## src/rblc_pkg.sv

```systemverilog
// Shared constants, codes and types for the row block LRU tag cache.
package rblc_pkg;

    localparam int ENTRIES  = 16;
    localparam int ROW_BITS = 32;

    // The row port is 32 bits wide, so at most 32 dividend bits take part.
    localparam int DIV_BITS = (ROW_BITS < 32) ? ROW_BITS : 32;
    localparam int STEP_W   = $clog2(DIV_BITS);
    localparam int IDX_W    = $clog2(ENTRIES);
    localparam int RANK_W   = IDX_W;
    localparam int CNT_W    = $clog2(ENTRIES + 1);
    localparam int LIM_W    = (CNT_W > 5) ? CNT_W : 5;

    localparam logic [15:0] RESET_BLOCK_SIZE = 16'd1024;
    localparam logic [4:0]  RESET_MAX_BLOCKS = 5'd10;

    localparam logic [1:0] FUNC_ACCESS = 2'd0;
    localparam logic [1:0] FUNC_PROBE  = 2'd1;
    localparam logic [1:0] FUNC_CLEAR  = 2'd2;
    localparam logic [1:0] FUNC_NONE   = 2'd3;

    localparam logic REG_BLOCK_SIZE = 1'b0;
    localparam logic REG_MAX_BLOCKS = 1'b1;

    typedef enum logic [2:0] {
        ST_IDLE,
        ST_DIVIDE,
        ST_SCAN,
        ST_UPDATE,
        ST_DONE
    } state_t;

endpackage

```

## src/row_block_lru_tag_cache.sv

```systemverilog
// Row to block mapping with a serial divider and a fully associative LRU tag store.
// Access/probe: accepted at start & !busy; done pulses after the divide, scan and
// update steps: one quotient bit per cycle, then one tag entry compared per cycle.
// A new transaction is accepted only once the previous one is done and busy is low.
// Clear and the unused code go straight to the done step. Results cannot be stalled.
// Reset empties the store and loads block_size 1024, max_blocks 10.
module row_block_lru_tag_cache
    import rblc_pkg::*;
(
    input  logic        clk,
    input  logic        rst_n,
    input  logic        start,
    output logic        busy,
    input  logic [1:0]  func,
    input  logic [31:0] row,
    input  logic        wr_en,
    input  logic        wr_index,
    input  logic [15:0] wr_data,
    output logic        done,
    output logic [31:0] block_index,
    output logic [15:0] block_offset,
    output logic        hit,
    output logic [3:0]  slot,
    output logic        evicted,
    output logic [31:0] evicted_block
);

    state_t state_reg, state_next;

    logic [15:0]         block_size_reg;
    logic [4:0]          max_blocks_reg;

    logic [31:0]         tag_store_reg [ENTRIES];
    logic [ENTRIES-1:0]  valid_reg;
    logic [RANK_W-1:0]   rank_reg [ENTRIES];
    logic [CNT_W-1:0]    held_count_reg;

    logic [1:0]          func_reg;
    logic [DIV_BITS-1:0] dvd_reg;
    logic [15:0]         rem_reg;
    logic [STEP_W-1:0]   step_reg;
    logic [IDX_W-1:0]    scan_idx_reg;

    logic                found_reg;
    logic [IDX_W-1:0]    found_idx_reg;
    logic [RANK_W-1:0]   found_rank_reg;
    logic                any_reg;
    logic [IDX_W-1:0]    lru_idx_reg;
    logic [RANK_W-1:0]   worst_reg;
    logic [31:0]         lru_tag_reg;
    logic                free_found_reg;
    logic [IDX_W-1:0]    free_idx_reg;

    logic [31:0]         block_index_reg;
    logic [15:0]         block_offset_reg;
    logic                hit_reg;
    logic [3:0]          slot_reg;
    logic                evicted_reg;
    logic [31:0]         evicted_block_reg;

    logic                accept;
    logic [15:0]         div_val;
    logic [16:0]         trial;
    logic [16:0]         diff;
    logic                ge;
    logic [15:0]         rem_next;
    logic [31:0]         tag_now;
    logic [31:0]         scan_tag;
    logic                scan_valid;
    logic [RANK_W-1:0]   scan_rank;
    logic [LIM_W-1:0]    limit;
    logic                at_limit;
    logic                do_evict;
    logic [IDX_W-1:0]    target;

    assign accept  = start && !busy;
    assign div_val = (block_size_reg == 16'd0) ? 16'd1 : block_size_reg;

    // restoring divider, one quotient bit per cycle shifted into dvd_reg
    assign trial    = {rem_reg, dvd_reg[DIV_BITS-1]};
    assign diff     = trial - {1'b0, div_val};
    assign ge       = (trial >= {1'b0, div_val});
    assign rem_next = ge ? diff[15:0] : trial[15:0];
    assign tag_now  = 32'(dvd_reg);

    assign scan_tag   = tag_store_reg[scan_idx_reg];
    assign scan_valid = valid_reg[scan_idx_reg];
    assign scan_rank  = rank_reg[scan_idx_reg];

    always_comb
    begin
        if (max_blocks_reg == 5'd0)
            limit = LIM_W'(1);
        else if (LIM_W'(max_blocks_reg) > LIM_W'(ENTRIES))
            limit = LIM_W'(ENTRIES);
        else
            limit = LIM_W'(max_blocks_reg);
    end

    assign at_limit = (LIM_W'(held_count_reg) >= limit);
    assign do_evict = at_limit && any_reg;
    assign target   = do_evict ? lru_idx_reg : free_idx_reg;

    always_comb
    begin
        state_next = state_reg;
        case (state_reg)
            ST_IDLE:
            begin
                if (accept)
                begin
                    if (func == FUNC_ACCESS || func == FUNC_PROBE)
                        state_next = ST_DIVIDE;
                    else
                        state_next = ST_DONE;
                end
            end
            ST_DIVIDE:
            begin
                if (step_reg == '0)
                    state_next = ST_SCAN;
            end
            ST_SCAN:
            begin
                if (scan_idx_reg == IDX_W'(ENTRIES - 1))
                    state_next = ST_UPDATE;
            end
            ST_UPDATE: state_next = ST_DONE;
            ST_DONE:   state_next = ST_IDLE;
            default:   state_next = ST_IDLE;
        endcase
    end

    always_comb
    begin
        busy = 1'b1;
        done = 1'b0;
        case (state_reg)
            ST_IDLE: busy = 1'b0;
            ST_DONE: done = 1'b1;
            default: busy = 1'b1;
        endcase
    end

    assign block_index   = block_index_reg;
    assign block_offset  = block_offset_reg;
    assign hit           = hit_reg;
    assign slot          = slot_reg;
    assign evicted       = evicted_reg;
    assign evicted_block = evicted_block_reg;

    always_ff @(posedge clk or negedge rst_n)
    begin
        if (!rst_n)
        begin
            state_reg      <= ST_IDLE;
            block_size_reg <= RESET_BLOCK_SIZE;
            max_blocks_reg <= RESET_MAX_BLOCKS;
            valid_reg      <= '0;
            held_count_reg <= '0;
            for (int i = 0; i < ENTRIES; i++)
            begin
                rank_reg[i] <= '0;
            end
        end
        else
        begin
            state_reg <= state_next;

            if (wr_en)
            begin
                if (wr_index == REG_BLOCK_SIZE)
                    block_size_reg <= wr_data;
                else
                    max_blocks_reg <= wr_data[4:0];
            end

            if (state_reg == ST_IDLE && accept && func == FUNC_CLEAR)
            begin
                valid_reg      <= '0;
                held_count_reg <= '0;
                for (int i = 0; i < ENTRIES; i++)
                begin
                    rank_reg[i] <= '0;
                end
            end

            if (state_reg == ST_UPDATE)
            begin
                if (found_reg)
                begin
                    for (int i = 0; i < ENTRIES; i++)
                    begin
                        if (IDX_W'(i) == found_idx_reg)
                            rank_reg[i] <= '0;
                        else if (valid_reg[i] && rank_reg[i] < found_rank_reg)
                            rank_reg[i] <= rank_reg[i] + 1'b1;
                    end
                end
                else if (func_reg == FUNC_ACCESS)
                begin
                    for (int i = 0; i < ENTRIES; i++)
                    begin
                        if (IDX_W'(i) == target)
                        begin
                            rank_reg[i]  <= '0;
                            valid_reg[i] <= 1'b1;
                        end
                        else if (valid_reg[i])
                        begin
                            rank_reg[i] <= rank_reg[i] + 1'b1;
                        end
                    end
                    if (!do_evict)
                        held_count_reg <= held_count_reg + 1'b1;
                end
            end
        end
    end

    // datapath registers, no reset needed
    always_ff @(posedge clk)
    begin
        case (state_reg)
            ST_IDLE:
            begin
                if (accept)
                begin
                    func_reg          <= func;
                    dvd_reg           <= row[DIV_BITS-1:0];
                    rem_reg           <= '0;
                    step_reg          <= STEP_W'(DIV_BITS - 1);
                    scan_idx_reg      <= '0;
                    found_reg         <= 1'b0;
                    found_idx_reg     <= '0;
                    found_rank_reg    <= '0;
                    any_reg           <= 1'b0;
                    lru_idx_reg       <= '0;
                    worst_reg         <= '0;
                    lru_tag_reg       <= '0;
                    free_found_reg    <= 1'b0;
                    free_idx_reg      <= '0;
                    block_index_reg   <= '0;
                    block_offset_reg  <= '0;
                    hit_reg           <= 1'b0;
                    slot_reg          <= '0;
                    evicted_reg       <= 1'b0;
                    evicted_block_reg <= '0;
                end
            end
            ST_DIVIDE:
            begin
                rem_reg  <= rem_next;
                dvd_reg  <= {dvd_reg[DIV_BITS-2:0], ge};
                step_reg <= step_reg - 1'b1;
            end
            ST_SCAN:
            begin
                // first matching entry, the oldest valid entry, and the first free entry
                if (scan_valid && scan_tag == tag_now && !found_reg)
                begin
                    found_reg      <= 1'b1;
                    found_idx_reg  <= scan_idx_reg;
                    found_rank_reg <= scan_rank;
                end
                if (scan_valid && (!any_reg || scan_rank > worst_reg))
                begin
                    any_reg     <= 1'b1;
                    worst_reg   <= scan_rank;
                    lru_idx_reg <= scan_idx_reg;
                    lru_tag_reg <= scan_tag;
                end
                if (!scan_valid && !free_found_reg)
                begin
                    free_found_reg <= 1'b1;
                    free_idx_reg   <= scan_idx_reg;
                end
                scan_idx_reg <= scan_idx_reg + 1'b1;
            end
            ST_UPDATE:
            begin
                block_index_reg  <= tag_now;
                block_offset_reg <= rem_reg;
                hit_reg          <= found_reg;
                if (found_reg)
                begin
                    if (func_reg == FUNC_ACCESS)
                        slot_reg <= 4'(found_idx_reg);
                end
                else if (func_reg == FUNC_ACCESS)
                begin
                    tag_store_reg[target] <= tag_now;
                    slot_reg              <= 4'(target);
                    evicted_reg           <= do_evict;
                    evicted_block_reg     <= do_evict ? lru_tag_reg : 32'd0;
                end
            end
            default:
            begin
            end
        endcase
    end

endmodule
```

## config.mk

```make
export PLATFORM = sky130hd
export DESIGN_NAME = row_block_lru_tag_cache
export DESIGN_NICKNAME = d
export VERILOG_FILES = /design/src/rblc_pkg.sv /design/src/row_block_lru_tag_cache.sv
export SDC_FILE = /design/constraint.sdc
export NUM_CORES = 1
export LEC_CHECK = 0
export ABC_AREA = 1
export CORE_MARGIN = 3
export CORE_UTILIZATION = 55
export DETAILED_ROUTE_END_ITERATION = 8
export DONT_BUFFER_PORTS = 1
export MAX_ROUTING_LAYER = met4
export PLACE_DENSITY_LB_ADDON = 0.3
export SYNTH_ARGS = -nofsm -noshare
export SYNTH_HDL_FRONTEND = slang
export SYNTH_SLANG_ARGS = --single-unit
```

## constraint.sdc

```tcl
create_clock -name clk -period 5.8 [get_ports clk]
set_input_delay 1.74 -clock clk [delete_from_list [all_inputs] [get_ports clk]]
set_output_delay 1.74 -clock clk [all_outputs]
set_load 0.01 [all_outputs]
```

==> qor.csv, run 1 <==
metric,value,unit
RD Place Congestion,0.9569,
Core ar.,0.07173,sq mm
root buffer cell,clkbuf_16,
Clock Latency Late Sink,0.66,ns
status,"complete, no violations",
Area Growth Syn to Fin,9.215,%
maxcap violations,0,
CTS tree,yes,
Port Buffer Count,0,
Syn Nets,4365,
CP max stage delay,0.91,ns
Power Density,550.7,mW/mm^2
Setup crit end kind,flop,
htree depth,3,
RSZ-0062 raised after global routing,false,
nets@finish,4326,
hold buffer count at cts,0,
HP Class,flop to flop,
sw power,10100,uW
DP Worst Slack,1.239,ns
setup TNS,0,ns
GR Overflow Total,0,
hold depth,2,
library cells used by synthesis,52,
clock tree buffer depth,3,
Residual DRC,0,
Syn Area/Cell,9.485,sq um
largest net degree at the start of global routing,134,
Post-synth EDFFs,712,
minimum clock period,4.653,ns
Initial Util,0.5576,
critical path peak fanout,21,
Syn. warnings,0,
final hold vios,0,
Die Span Y,275.7,um
P_leak,0.01827,uW
total power,24060,uW
final setup fails,0,
share of cells above drive strength 1,0.05574,
Peak Freq,214.9,MHz
clock sink total,825,
initial antenna violation count,4,
placed cells,5040,
Critical Path RT,6.15,ns
R2R depth,13,
Clock Power Share,0.228,
clk_skew,0.02288,ns
PostCTS Resize Cnt,0,
Worst path depth,13,
Mapped Cells,4217,
Final Max Slew Viols,0,
Seq pwr share,0.405,
worst-path cell chain,or4_1 -> nand2_1 -> nand2_1 -> ha_1 -> nand3_1 -> o221ai_1 -> nand2_1 -> o21ai_0 -> nand2_1 -> nor2_1 -> nand2_1 -> nor2_4 -> buf_4,
Die ar.,0.07600,sq mm
VDD IR max,0.3196,mV
Slew @ Worst Pin,1.185,ns
register area share after synthesis,0.6048,
max reg flops,512,
Crit-path slowest cell,nor2_4,
Crit path max-delay family,simple AND/OR/NAND/NOR gates,
combinational power share,0.367,
Routed Wire Length,109.5,mm
Final Non-Filler Cells,5205,
Internal Power,13960,uW
hpwl dp,67.39,mm
Yosys reg bits,825,
CTS buffer count,86,
row count,98,
Final WS setup,1.147,ns
post-CTS setup buffer count,0,
asr flop ratio synth,0.1321,
Worst Setup Start Kind,flop,
CP dominant cell by count,nand2_1,
Syn Std Cell Area,0.04000,sq mm
post-route clock period utilization,0.8022,
first-pass GRT wire length,167.2,mm
IO Pins,143,
post-route ant nets,0,
chip width,275.7,um
DRT iter0 DRCs,3850,
post-detailed-route wirelength per cell,21.04,um
number of global-route vias before repair,28340,
Main synth FF type,edfxtp_1,
routed via count,30120,
Pre-antenna DRT Iters,6,
clock-pin slew on the worst setup and hold paths,0.06,ns
WP buf/inv,1,
switching part of the total,0.4197,
gr usage total,0.2961,
hold slack,0.5075,ns
kind of critical path,flop to flop,
post-DR vias/cell,5.787,
Worst EP arrival,5.00,ns
Max-Slew Margin vs Limit,0.2092,
cell families after synthesis:
logic type / after synthesis / share of synthesized area
adders and majority gates: 93 / 0.02928
xor gates and xnor gates: 42 / 0.009196
AOI/OAI and AO/OA: 716 / 0.09928
and+or+nand+nor: 1814 / 0.1822
DFF: 825 / 0.6048
buffers and inverters: 727 / 0.07520
Yosys cell counts, drive strengths merged (2+ instances only):
cell type  instances  area share
clkbuf            66      0.0062
a21boi             2     0.00038
nor4               4     0.00063
ha                92       0.029
nand3            306       0.038
inv              540       0.051
a21oi            249       0.031
nand2            955       0.090
xor2              23      0.0050
clkinv             2     0.00019
o31ai              2     0.00038
o2111ai            6      0.0013
nand4             11      0.0017
dfstp              3      0.0020
o21bai             5     0.00094
xnor2             19      0.0042
or2                5     0.00078
nor2             522       0.049
dfxtp              4      0.0020
nor3b              2     0.00038
a211oi             8      0.0015
or4                2     0.00038
edfxtp           712        0.53
nor3               6      0.0010
dfrtp            106       0.066
o211ai           106       0.020
o21ai            308       0.039
buf              119       0.018
o22ai             22      0.0034
worst paths after layout:
check                                  start  slack (ns)                    end
max                        max_blocks_reg[0]        1.15  tag_store_reg[13][15]
min                        max_blocks_reg[1]        0.51      max_blocks_reg[1]
max reg2reg                max_blocks_reg[0]        1.15  tag_store_reg[13][15]
min reg2reg                max_blocks_reg[1]        0.51      max_blocks_reg[1]
max in group asynchronous              rst_n        4.76     block_size_reg[10]
min in group asynchronous              rst_n        0.79           rank_reg[31]
power by group through the flow:
stage	Combinational, uW	Clock [uW]	Sequential (uW)
after global placement	8440	0	9790
final	8830	5490	9740
after global routing	9900	5780	9880
after CTS	8700	5550	9720
after floorplan	6400	0	9160
after detailed placement	8630	0	9820
through the flow:
stage,instance area [sq um],util
global placement,40870,0.5698
floorplan,40000,-
finish,43690,0.6090
global route,43690,0.6090
CTS,43680,0.6089
detailed placement,40870,0.5698
cell usage in the layout, fill, tap and decap left out, types with 5 or more instances in the layout:
| cell type | count |
|---|---|
| a211oi_1 | 8 |
| a21oi_1 | 249 |
| buf_4 | 54 |
| bufinv_16 | 6 |
| clkbuf_1 | 19 |
| clkbuf_16 | 88 |
| clkinv_1 | 15 |
| clkinv_2 | 18 |
| clkinvlp_4 | 7 |
| dfrtp_1 | 106 |
| edfxtp_1 | 712 |
| ha_1 | 92 |
| inv_1 | 530 |
| inv_2 | 8 |
| nand2_1 | 951 |
| nand3_1 | 306 |
| nand4_1 | 11 |
| nor2_1 | 503 |
| nor2_4 | 16 |
| o2111ai_1 | 6 |
| o211ai_1 | 106 |
| o21ai_0 | 275 |
| o21ai_1 | 32 |
| o21bai_1 | 5 |
| o22ai_1 | 22 |
| xnor2_1 | 19 |
| xor2_1 | 23 |
area by class of cell:
cell class | count | area [sq um]
fill | 5833 | 28050
timing repair buffer | 58 | 485.5
antenna | 3 | 7.507
tap | 950 | 1189
clock buffer | 110 | 2315
multi-input combinational | 2665 | 12960
inverter | 542 | 2042
sequential | 825 | 24200
clock inverter | 52 | 489.2
layer usage:
metal,share of wire,track usage
met4,0.031,0.09589
met1,0.41,0.4069
met2,0.46,0.4495
met5,0,-
met3,0.10,0.05372
worst register-to-register path, delay by kind of cell, from the launching register on:
family                   cells  cell delay [ns]
AO/OA/AOI/OAI                2             0.70
adder cells (fa/ha/maj)      1             0.30
buffers and inverters        1             0.32
flip-flops                   1             0.39
AND/OR/NAND/NOR              9             2.66
Note: power is estimated with default switching activity, not from simulation.
==> run 2, diff against run 1 <==
==> constraint.sdc (replaced) <==
create_clock -name clk -period 4.9 [get_ports clk]
set_input_delay 1.47 -clock clk [delete_from_list [all_inputs] [get_ports clk]]
set_output_delay 1.47 -clock clk [all_outputs]
set_load 0.01 [all_outputs]
==> qor.csv, run 2 (synthesized netlist as in run 1, its figures left out) <==
metric,value,unit
"commonest non-fill, non-tap cell in the layout",nand2_1,
Die ar.,0.07600,sq mm
hold buffer count at cts,0,
nets@finish,4336,
Core ar.,0.07173,sq mm
RD Place Congestion,0.9493,
post-route clock period utilization,0.8424,
Initial Util,0.5576,
Routed Wire Length,110.3,mm
clk_skew,0.04570,ns
Residual DRC,0,
most frequent cells in the layout,"nand2_1 (951), edfxtp_1 (712), inv_1 (529)",
HP Class,flop to flop,
row count,98,
chip width,275.7,um
number of global-route vias before repair,28740,
status,"complete, no violations",
kind of critical path,flop to flop,
fillers,5806,
share of cells above drive strength 1,0.05869,
Power Density,658.3,mW/mm^2
Peak Freq,242.3,MHz
Clock Latency Late Sink,0.67,ns
Worst Setup Start Kind,flop,
clock sink total,825,
root buffer cell,clkbuf_16,
hpwl dp,68.26,mm
Pre-antenna DRT Iters,6,
maxcap violations,0,
critical path peak fanout,15,
P_leak,0.01838,uW
setup TNS,0,ns
final hold vios,0,
first-pass GRT wire length,168.0,mm
Worst EP arrival,4.47,ns
clock tree buffer depth,3,
total power,28880,uW
largest net degree at the start of global routing,120,
CTS tree,yes,
Max-Slew Margin vs Limit,0.2421,
minimum clock period,4.128,ns
post-DR vias/cell,5.808,
hold slack,0.5016,ns
post-detailed-route wirelength per cell,21.17,um
post-route ant nets,0,
Critical Path RT,5.24,ns
htree depth,3,
final setup fails,0,
IO Pins,143,
Final Max Slew Viols,0,
Slew @ Worst Pin,1.136,ns
Area Growth Syn to Fin,9.694,%
Setup crit end kind,flop,
RSZ-0062 raised after global routing,false,
routed via count,30270,
gr usage total,0.2987,
PostCTS Resize Cnt,0,
VDD IR max,0.4338,mV
clock-pin slew on the worst setup and hold paths,0.06,ns
CTS buffer count,88,
DRT iter0 DRCs,3490,
post-CTS setup buffer count,0,
GR Overflow Total,0,
Finished Core Util,0.6117,
max reg flops,512,
Die Span Y,275.7,um
Port Buffer Count,0,
initial antenna violation count,2,
run 2: worst paths after layout:
kind	from	endpoint	slack, ns	depth (start not counted)
setup / recovery	max_blocks_reg[0]	tag_store_reg[12][6]	0.77	13
min in group asynchronous	rst_n	rank_reg[25]	0.53	0
setup reg to reg	max_blocks_reg[0]	tag_store_reg[12][6]	0.77	13
hold reg to reg	max_blocks_reg[1]	max_blocks_reg[1]	0.50	2
hold / removal	max_blocks_reg[1]	max_blocks_reg[1]	0.50	2
max in group asynchronous	rst_n	block_size_reg[10]	4.08	0
run 2: final cells by class:
cell class                      instances  area (sq um)  area share
Antenna cell                            2         5.005   0.0001141
Sequential cell                       825         24200      0.5516
Clock inverter                         58         614.3     0.01400
Timing Repair Buffer                   66         545.5     0.01243
Inverter                              542          2042     0.04654
Tap cell                              950          1189     0.02709
Clock buffer                          104          2323     0.05295
Multi-Input combinational cell       2665         12960      0.2953
run 2: critical path, stage by stage, from the launching register on:
cell,delay [ns]
dfrtp_1,0.38
or4_1,0.53
nand2_1,0.11
nand2_1,0.07
ha_1,0.29
nand3_1,0.08
o221ai_1,0.21
nand2_1,0.31
o21ai_0,0.39
nand2_1,0.21
nor2_1,0.14
nand2_1,0.19
nor2_4,0.54
buf_4,0.33
run 2: metrics by stage:
stage / cell area, sq um / worst slack (ns) / instances
2_1_floorplan: 40000 / 0.5323 / 4217
3_3_place_gp: 40930 / 0.7678 / 5048
3_5_place_dp: 40930 / 0.8209 / 5048
4_1_cts: 43870 / 0.7880 / 5210
5_1_grt: 43880 / 0.4753 / 5212
6_report: 43880 / 0.7724 / 5212
run 2: routing by layer:
metal	vias up	global-route usage	wire, um
met5	-	-	0
met4	0	0.08963	2757
met3	206	0.05259	11240
met2	1611	0.4622	51040
met1	14390	0.4069	45290
li1	14060	-	-
run 2: where the power goes:
group	switching (uW)	leakage [uW]	internal (uW)
logic	7630	0.00904	3110
clock network	2850	0.00144	3890
registers	1660	0.00790	9750
